==> src/ole_scan.sv <==
`timescale 1ns / 1ps
// ----------------------------------------------------------------------------
// ole_scan
// Finds the first matching slot in list order and marks every slot that
// must shift down to close the gap left by removing it.
// ----------------------------------------------------------------------------
module ole_scan #(
  parameter int N = 64
) (
  input  logic [N-1:0] match,
  input  logic         rev,
  output logic [N-1:0] shift,
  output logic         found
);

  logic [N-1:0] pre;
  logic [N-1:0] suf;

  always_comb begin
    pre = match;
    suf = match;
    for (int s = 1; s < N; s = s * 2) begin
      pre = pre | (pre << s);
      suf = suf | (suf >> s);
    end
  end

  // In reversed order the first match is the highest slot, so every slot
  // with no match above it shifts.
  assign shift = rev ? ~(suf >> 1) : pre;
  assign found = |match;

endmodule

==> config.mk <==
export PLATFORM = sky130hd
export DESIGN_NAME = ole_scan
export DESIGN_NICKNAME = d
export VERILOG_FILES = /design/src/ole_scan.sv
export SDC_FILE = /design/constraint.sdc
export NUM_CORES = 1
export LEC_CHECK = 0
export BUFFER_PORTS_ARGS = -buffer_cell sky130_fd_sc_hd__buf_2
export CAP_MARGIN = 20
export CORE_MARGIN = 2
export CORE_UTILIZATION = 40
export DETAILED_ROUTE_END_ITERATION = 8
export PLACE_DENSITY = 0.78
export SLEW_MARGIN = 20
export SYNTH_ARGS = -nofsm -noshare
export SYNTH_HDL_FRONTEND = slang
export SYNTH_SLANG_ARGS = --single-unit
==> constraint.sdc <==
create_clock -name vclk -period 5.7
set_input_delay 0.855 -clock vclk [all_inputs]
set_output_delay 0.855 -clock vclk [all_outputs]
set_load 0.005 [all_outputs]
**Yosys cells after proc, flatten, opt, wreduce, memory -nomap -nowiden**

Cells that the tools add are included.

- Bits in registers: 0
- Output and inout port bits: 65
- Bits of input ports: 65
- Logic and storage cells: 15

- Reductions and logical operators: 1
- Bitwise gates (word level): 13
- Multiplexer cells: 1

Operators with widths:

| kind | count |
|---|---|
| $or A64 B64 Y64 | 6 |
| $mux W64 | 1 |
| $not A63 Y64 | 1 |
| $or A64 B32 Y64 | 1 |
| $or A64 B48 Y64 | 1 |
| $or A64 B56 Y64 | 1 |
| $or A64 B60 Y64 | 1 |
| $or A64 B62 Y64 | 1 |
| $or A64 B63 Y64 | 1 |
| $reduce_or A64 Y1 | 1 |

**Depth between registers and ports, before layout**

- Depth after elaboration: 8
- Depth in mapped cells: 7
- Mapped depth without buffers: 5

**Worst setup path after synthesis**

No wires, ideal clock.

- Kind: input to output
- From: in match[39]
- To: out shift[63]
- Data required time: 4.845 ns
- Cell stages on the path: 5
- Path slack: 2.158 ns
- Arrival time: 2.687 ns
- Buffers on the path: 0
- Cells stage by stage: or3_1 or3_4 or3_4 or4_4 nand2b_1

- Word-level cells in the longest chain between the ends: 7

RTL lines:

| item | RTL line | RTL |
|---|---|---|
| from (decl) | 10 | `input logic [N-1:0] match,` |
| $or A64 B64 Y64 (6 in a row) | 23 | `pre = pre \| (pre << s);` |
| $mux W64 | 30 | `assign shift = rev ? ~(suf >> 1) : pre;` |
| to (decl) | 12 | `output logic [N-1:0] shift,` |

Every way passes these cells.

**Final worst setup path**

- From: in rev
- To: out shift[1]

- Word-level cells in the longest chain between the ends: 1

RTL lines:

| item | RTL line | RTL |
|---|---|---|
| from (decl) | 11 | `input logic rev,` |
| $mux W64 | 30 |  |

Every way passes these cells.

==> metrics.yaml <==
pwr:
  leakagePower_nw: 0.889
  ir_drop_uv: 19.9
  total_power_uw: 129
  power_density_nw_per_um2: 49.9
critical_path:
  cp.arrival_ns: 3.32
  end_kind: "primary output"
  cp_max_fo: 56
  critPathLaunchType: "input port"
  cp.required_ns: 4.85
  worstSetupPathType: "in -> out"
logic_synthesis:
  yosysSeqAreaShare: 0
  synth_top_area_cell: "nor4_1"
  synth_top_cells_by_count: "nand2_1 (44), nor4_1 (41), nor2_1 (35), nor3_1 (30), nand3_1 (24)"
  synth_xor_area_frac: 0
  synth_compound_area_frac: 0.235
  synthMuxAreaShare: 0
  synth_cells: 330
  synthAdderAreaFrac: 0
  synth.avg_cell_area_um2: 5.76
  synth_most_common_cell: "nand2_1"
  synth-simple-area-share: 0.728
  synth_top_family_by_area: "simple AND/OR/NAND/NOR gates"
  syn_area_um2: 1900
  synth_top_area_frac: 0.135
  syn-num-nets: 395
  ys_types: 50
  yosys_warnings: 0
  ys_top_cells_by_area: "nor4_1 (14%), nand2_1 (8.7%), nor3_1 (7.9%)"
placed_design:
  dpl.cell_count: 503
  port_buffers: 130
  post-place-ws_ns: 1.55
  gp_congestion: 1.00
  place_area_um2: 2570
  hpwl_um: 7440
die:
  die_w_um: 72.9
  ios: 130
  start_util: 0.408
  fp.dieArea_um2: 5320
  rows: 25
  die_y_um: 72.9
  core-area_um2: 4660
cells_and_area:
  syn2layout_area_growth_pct: 35.6
  regArea_um2: 0
  drive_above_1_share: 0.341
  fin_cells: 503
  final_nets: 516
  seq_cells: 0
  stdcell_area_um2: 2580
  diodes: 0
  final_util: 0.553
  clkbuf_count: 0
global_routing:
  top_usage_layer: "met2"
  grt-ovfl-total: 0
  antenna_found_initial: 0
  first_global_vias: 2862
  grt_pass1_wl_um: 13600
  grt_usage: 0.318
  grt_max_degree: 57
  gr-usage-met3: 0.0359
  use_met2: 0.492
  use_met1: 0.476
timing:
  min_period_ns: 4.17
  relSlewSlack: 0.335
  max_freq_mhz: 240
  fin_tns_setup_ns: 0
  tightest_slew_ns: 0.990
  hold_ws_ns: 2.03
  rsz0062_at_grt: "no"
  timing.final.crit_share: 0.732
  hold_viol_final: 0
  final.setup.worst_slack_ns: 1.53
  setup_violations: 0
  finalMaxSlewViolations: 0
drt:
  drtIter0Drc: 307
  vias_per_cell: 6.84
  drt-total-wl_um: 9140
  drt-pass1-iter-count: 6
  wire_per_inst_um: 18.2
  drc: 0
  num_vias: 3442
  ant_nets: 0
worst_hold_path:
  hold_depth: 3
  min_path_type: "in -> out"
clock_network:
  cts_resized: 0
  ctsHoldBuffers: 0
  postCtsSetupBuffers: 0
run:
  max_cap_viol_count: 0
status:
  run_status: "finished clean"
==> metal layers <==
layer  vias up  share of wire  routed length [um]
met4         0          0.016                 143
met2       274           0.45                4100
met5         -              0                   0
met1      1562           0.41                3780
li1       1584              -                   -
met3        22           0.12                1120
==> cell families after synthesis <==
family,count (synthesis)
simple gates,247
compound gates,68
buf+inv,15
==> report_power, final <==
part	internal, mW	switching [mW]
clock	0	0
combinational	0.0523	0.0762
sequential	0	0
total	0.0523	0.0762
==> worst paths after layout <==
kind,start,to,slack [ns]
worst max-delay path,rev,shift[1],1.53
worst min-delay path,match[35],shift[34],2.03
==> placed cells by master (no fill, tap or decap), types with 8 or more instances in the layout <==
cell / count
buf_2: 130
nand2_1: 44
nand3_1: 24
nand4_1: 8
nor2_1: 35
nor3_1: 30
nor4_1: 40
o21ai_0: 23
o22ai_1: 10
or4_1: 19
==> final cells by class <==
class | instances | area [um2]
Multi-Input combinational cell | 315 | 1840
Tap cell | 54 | 67.6
Inverter | 2 | 7.51
Timing Repair Buffer | 132 | 666
Fill cell | 481 | 2080
==> critical path, cell delays in order <==
cell     delay [ns]
buf_2          0.07
buf_4          0.44
nor4b_2        0.50
nand2_1        0.27
or3_1          0.43
or3_1          0.36
o32ai_1        0.23
buf_2          0.16
No activity file was read; power rests on OpenSTA's default activity.
