===== src/ole_pkg.sv =====
`timescale 1ns / 1ps
// ----------------------------------------------------------------------------
// ole_pkg
// Shared types and constants of the ordered list engine.
// ----------------------------------------------------------------------------
package ole_pkg;

  localparam int OLE_CAPACITY = 64;
  localparam int WORD_W       = 32;
  localparam int POS_W        = 6;
  localparam int OP_W         = 3;
  localparam int LEN_W        = 7;
  localparam int IN_W         = 48;
  localparam int OUT_W        = 40;

  typedef enum logic [OP_W-1:0] {
    OP_APPEND    = 3'd0,
    OP_INSERT_AT = 3'd1,
    OP_DELETE_AT = 3'd2,
    OP_DELETE_VAL= 3'd3,
    OP_REVERSE   = 3'd4,
    OP_READ_AT   = 3'd5
  } op_t;

  typedef enum logic [1:0] {
    CM_HOLD,
    CM_INSERT,
    CM_REMOVE,
    CM_REMOVE_MATCH
  } cell_mode_t;

  typedef struct packed {
    cell_mode_t mode;
    logic       capture;
  } cell_ctrl_t;

endpackage


===== src/ole_cell.sv =====
`timescale 1ns / 1ps
// ----------------------------------------------------------------------------
// ole_cell
// One storage slot of the list: holds a word, takes a neighbor's word when
// the row shifts, and registers whether it matches the search key.
// ----------------------------------------------------------------------------
module ole_cell #(
  parameter int IDX = 0,
  parameter int AW  = 6,
  parameter int CW  = 7
) (
  input  logic                       clk,
  input  ole_pkg::cell_ctrl_t        ctrl,
  input  logic [AW-1:0]              pos,
  input  logic [CW-1:0]              count,
  input  logic [ole_pkg::WORD_W-1:0] key,
  input  logic [ole_pkg::WORD_W-1:0] left,
  input  logic [ole_pkg::WORD_W-1:0] right,
  input  logic                       shift_en,
  output logic [ole_pkg::WORD_W-1:0] word_o,
  output logic                       match_o
);

  localparam logic [AW-1:0] KIDX = AW'(IDX);
  localparam logic [CW-1:0] KCNT = CW'(IDX);

  logic [ole_pkg::WORD_W-1:0] word_r;
  logic [ole_pkg::WORD_W-1:0] word_nxt;
  logic                       match_r;

  always_comb begin
    word_nxt = word_r;
    case (ctrl.mode)
      ole_pkg::CM_INSERT: begin
        if (KIDX > pos) begin
          word_nxt = left;
        end else if (KIDX == pos) begin
          word_nxt = key;
        end
      end
      ole_pkg::CM_REMOVE: begin
        if (KIDX >= pos) begin
          word_nxt = right;
        end
      end
      ole_pkg::CM_REMOVE_MATCH: begin
        if (shift_en) begin
          word_nxt = right;
        end
      end
      default: begin
        word_nxt = word_r;
      end
    endcase
  end

  always_ff @(posedge clk) begin
    word_r <= word_nxt;
    if (ctrl.capture) begin
      match_r <= (word_r == key) && (KCNT < count);
    end
  end

  assign word_o  = word_r;
  assign match_o = match_r;

endmodule


===== config.mk =====
export PLATFORM = sky130hd
export DESIGN_NAME = ole_cell
export DESIGN_NICKNAME = d
export VERILOG_FILES = /design/src/ole_pkg.sv /design/src/ole_cell.sv
export SDC_FILE = /design/constraint.sdc
export NUM_CORES = 1
export LEC_CHECK = 0
export BUFFER_PORTS_ARGS = -buffer_cell sky130_fd_sc_hd__buf_2
export CELL_PAD_IN_SITES_DETAIL_PLACEMENT = 0
export CELL_PAD_IN_SITES_GLOBAL_PLACEMENT = 2
export CORE_MARGIN = 2
export CORE_UTILIZATION = 24
export DETAILED_ROUTE_END_ITERATION = 6
export PLACE_DENSITY_LB_ADDON = 0.1
export SYNTH_ARGS = -nofsm -noshare
export SYNTH_HDL_FRONTEND = slang
export SYNTH_SLANG_ARGS = --single-unit

===== constraint.sdc =====
create_clock -name clk -period 9.55 [get_ports clk]
set_input_delay 2.3875 -clock clk [delete_from_list [all_inputs] [get_ports clk]]
set_output_delay 2.3875 -clock clk [all_outputs]
set_load 0.01 [all_outputs]

======== After elaboration in Yosys (flattened, before gate mapping) ========
Cells that the tools add are included.
Widths: inputs -> output; s select.
storage, ports and cells
  bits of input ports ..................... 114
  bits in registers ....................... 33
  logic and storage cells ................. 21
  output and inout port bits .............. 33
operators by class
  muxes and demuxes ....................... 5
  equality and inequality tests ........... 7
  reductions and logical operators ........ 4
  order comparisons ....................... 3
operators with widths
  operator            number
  $mux 32             4
  $pmux 32 s3         1
  $eq 32x32->1        1
  $lt 1x7->1 const A  1
  $ge 1x6->1 const A  1
  $gt 1x6->1 const A  1
  $logic_not 6->1     1
  $eq 2x2->1 const B  2
  $ne 2x2->1 const B  2
  $reduce_and 4->1    1
  $ne 3x3->1 const B  1
  $reduce_bool 3->1   1
  $eq 2x1->1 const B  1
  $logic_and 1x1->1   1

======== Longest topological paths before layout ========
  word-level depth ........................ 4
  mapped depth ............................ 4
  mapped depth without buffers ............ 4

======== Worst setup path before layout ========
Ideal clock, no wire load.
  kind .................................... input to register
  from .................................... in pos[5]
  to ...................................... reg word_r, in the netlist word_o[0], enable pin
  buffers on the path ..................... 0
  setup slack ............................. 4.549 ns
  arrival ................................. 4.576 ns
  stages on the path ...................... 4
  cell sequence ........................... or4_4 nor3_1 nand2_1 o21ai_1
on the way
  word-level cells in the longest chain between the ends .. 3
  elaborated cells on any way between the ends .. 6
  those cells by class .................... order compare: 2; eq/ne: 2; reduce/logical: 2
RTL lines
  what                                                       line            RTL
  from (decl)                                                ole_cell.sv:14  input logic [AW-1:0] pos,
  $gt 1x6->1 (tied with other cells)                         ole_cell.sv:35  if (KIDX > pos) begin
  $ne 3x3->1 (no line) / $ne 2x2->1 (equally long branches)  --
  $reduce_and 4->1 (no line) (*)                             --
  to (signal assigned)                                       ole_cell.sv:58  word_r <= word_nxt;
  to (decl)                                                  ole_cell.sv:27  logic [ole_pkg::WORD_W-1:0] word_r;
Every way passes the cells marked *; elsewhere a longest branch is shown, timed or not.
A chain may end at the register's enable or synchronous reset.

======== Final worst setup path ========
  from .................................... in pos[5]
  to ...................................... reg word_r, in the netlist word_o[6], enable pin
Same word-level chain as after synthesis.

==> impl_results.md <==
* First-pass GRT wire length at 7044 µm
* Flop pwr share at 52.2%
* Tcrit/Tclk final at 44.15%
* Fmax at 237.2 MHz
* N_diodes at 0
* Commonest non-fill, non-tap cell in the layout: buf_2
* Static leakage at 1.071 nW
* FF-to-FF setup slack at 7.97 ns
* FP Rows at 31
* Final Max Slew Viols at 0
* DR DRC count at 0
* Comb pwr share at 18.4%
* Dpl cells at 330
* Setup Skew at 0.004252 ns
* Crit path required time at 9.45 ns
* Non-Filler Instances at 337
* Die Span Y at 90.74 µm
* Num ports at 147
* Dpl hpwl at 3616 µm
* # fillers at 776
* Root Driver: clkbuf_8
* Yosys warns at 0
* Cell count after synthesis at 121
* Synthesized flop and latch total at 33
* Critical path startpoint category: input port
* Top cells by area, synth: edfxtp_1, mux2_2, xor2_1
* Top cell type's share of synthesized area at 54.89%
* Layout Nets at 352
* Fraction of the yosys area taken by sequential cells at 54.89%
* Hold Crit Depth at 3
* Total gr overflow at 0
* CTS tree: done
* Commonest cells after routing, fill and taps aside: buf_2, edfxtp_1, mux2_2
* Number of global-route vias before repair at 1411
* Power Density at 130.1 nW/µm²
* Final Hold Vio Count at 0
* Postcts setup bufs at 0
* Final wirelength at 4648 µm
* Pin count of the biggest net entering global routing at 35
* Num CTS Buffers at 5
* Top Layer Used: met4
* Least-Margin Pin Slew at 1.075 ns
* WL met2 at 2345 µm
* CP Capture Type: register
* Total power at 0.3343 mW
* Core footprint at 7253 µm²
* Max cap viols at 0
* Setup ws final at 5.333 ns
* Wire per inst at 13.79 µm
* Final setup vio count at 0
* Hold Path Class: reg -> reg
* RSZ-0062 raised after global routing: no
* Area Overhead vs Synth at 42.27%
* CP max-delay cell: o21ai_4
* Gpl congestion at 0.6967
* Routed vias at 1396
* Gr usage total at 11.04%
* Worst-path maximum fanout at 32
* Detailed router's first-iteration violation count at 14
* DR pass1 iterations at 2
* Final ANT Viol Nets at 0
* Clk pwr share at 29.4%
* Routed wl met3 at 372 µm
* Later-pin clock latency in the skew report at 0.28 ns
* H-tree depth at 2
* Initial Utilization at 24.89%
* # hold bufs at CTS at 0
* CTS Sinks at 33
* TNS Setup at 0 ns
* Initial antenna violation count at 0
* CTS resizes at 0
* Cell Chain, Critical Path: buf_2, or4_4, nor3_1, nand2_1, o21ai_4
* Clk slew on worst S/H paths at 0.07 ns
* CP arrival at 4.11 ns
* Kind of critical path: in -> reg
* Synth cell types at 16
* CTS max path bufs at 2
* Met1 Routed Length at 1866 µm
* CP peak stage delay at 0.83 ns
* Maximum VDD drop at 0.00004302 V
* Mapped Nets at 235
* Die Width at 90.74 µm
* Post-layout minimum cycle time at 4.217 ns
* Fraction of layout cells with a size suffix above 1 at 66.39%
* Synth Area per Inst at 14.92 µm²
* Routed vias/inst at 4.142
* Port Buf Inserts at 114
* Final hold slack at 0.7278 ns
* Post-place setup slack at 4.958 ns
* Mapped cell area at 1805 µm²
* Largest area contributor in the netlist: edfxtp_1
* Psw at 0.08169 mW
* Switching portion of total power at 24.44%
* Max-slew headroom at 28.09%
* R2R cell count at 4
* Status: finished, final reports clean
* Internal power at 0.2526 mW
* DIE AREA at 8233 µm²
[power groups by stage]
stage / logic, mW / clock network [mW] / registers [mW]
after floorplan: 0.0271 / 0 / 0.182
after global placement: 0.0631 / 0 / 0.177
after detailed placement: 0.0628 / 0 / 0.178
after CTS: 0.0632 / 0.105 / 0.175
after global routing: 0.0676 / 0.111 / 0.175
final: 0.0614 / 0.0983 / 0.174
[metal layers]
metal  vias to the layer above  global-route usage, %
met4                         0                  3.846
met5                         -                      0
li1                        691                      -
met3                         8                  4.174
met2                        56                  19.15
met1                       641                  12.36
[worst max-delay path, delay by kind of cell]
family / cells / cell delay [ns]
and+or+nand+nor: 3 / 0.79
AOI/OAI and AO/OA: 1 / 0.83
buffers and inverters: 1 / 0.09
[per-stage QoR]
stage / cell area (µm²) / util, %
floorplan: 1805 / -
global placement: 2492 / 34.36
detailed placement: 2492 / 34.36
CTS: 2569 / 35.41
global route: 2569 / 35.41
finish: 2569 / 35.41
[state kept, by name, indices dropped and copies added (netlist names)]
register and flops:
match_o 1, word_o 32
[path summary, 6_finish.rpt]
kind	start	endpoint
worst max-delay path	pos[5]	word_o[6]$_DFFE_PP_
worst min-delay path	word_o[4]$_DFFE_PP_	match_o$_DFFE_PP_
worst max register to register	word_o[25]$_DFFE_PP_	match_o$_DFFE_PP_
worst min register to register	word_o[4]$_DFFE_PP_	match_o$_DFFE_PP_
[cell families (layout without fill, tap and decap cells)]
kind of cell,Yosys count,count (layout),share of synthesized area (%)
XOR/XNOR,32,32,15.52
AND/OR/NAND/NOR,17,17,6.583
multiplexers,32,32,19.96
AO/OA/AOI/OAI,3,3,2.009
flip-flops,33,33,54.89
buffers and inverters,4,121,1.039
[final cells by class]
cell class                 instances  area, µm²  share of cell area, %
multi-input combinational         84      807.0                  31.42
timing repair buffer             114      570.5                  22.21
clock buffer                       6      72.57                  2.825
tap                               99      123.9                  4.822
clock inverter                     1      3.754                 0.1461
sequential                        33      991.0                  38.58
[cells in the mapped netlist]
master,n
a2111oi_2,1
buf_2,3
clkbuf_1,1
edfxtp_1,33
mux2_2,32
nand2_1,3
nand3_1,1
nand4_1,2
nor3_1,2
nor4_1,5
nor4_2,3
o21ai_1,1
o41ai_2,1
or4_4,1
xnor2_1,4
xor2_1,28
Power figures use the tool's default switching activity.
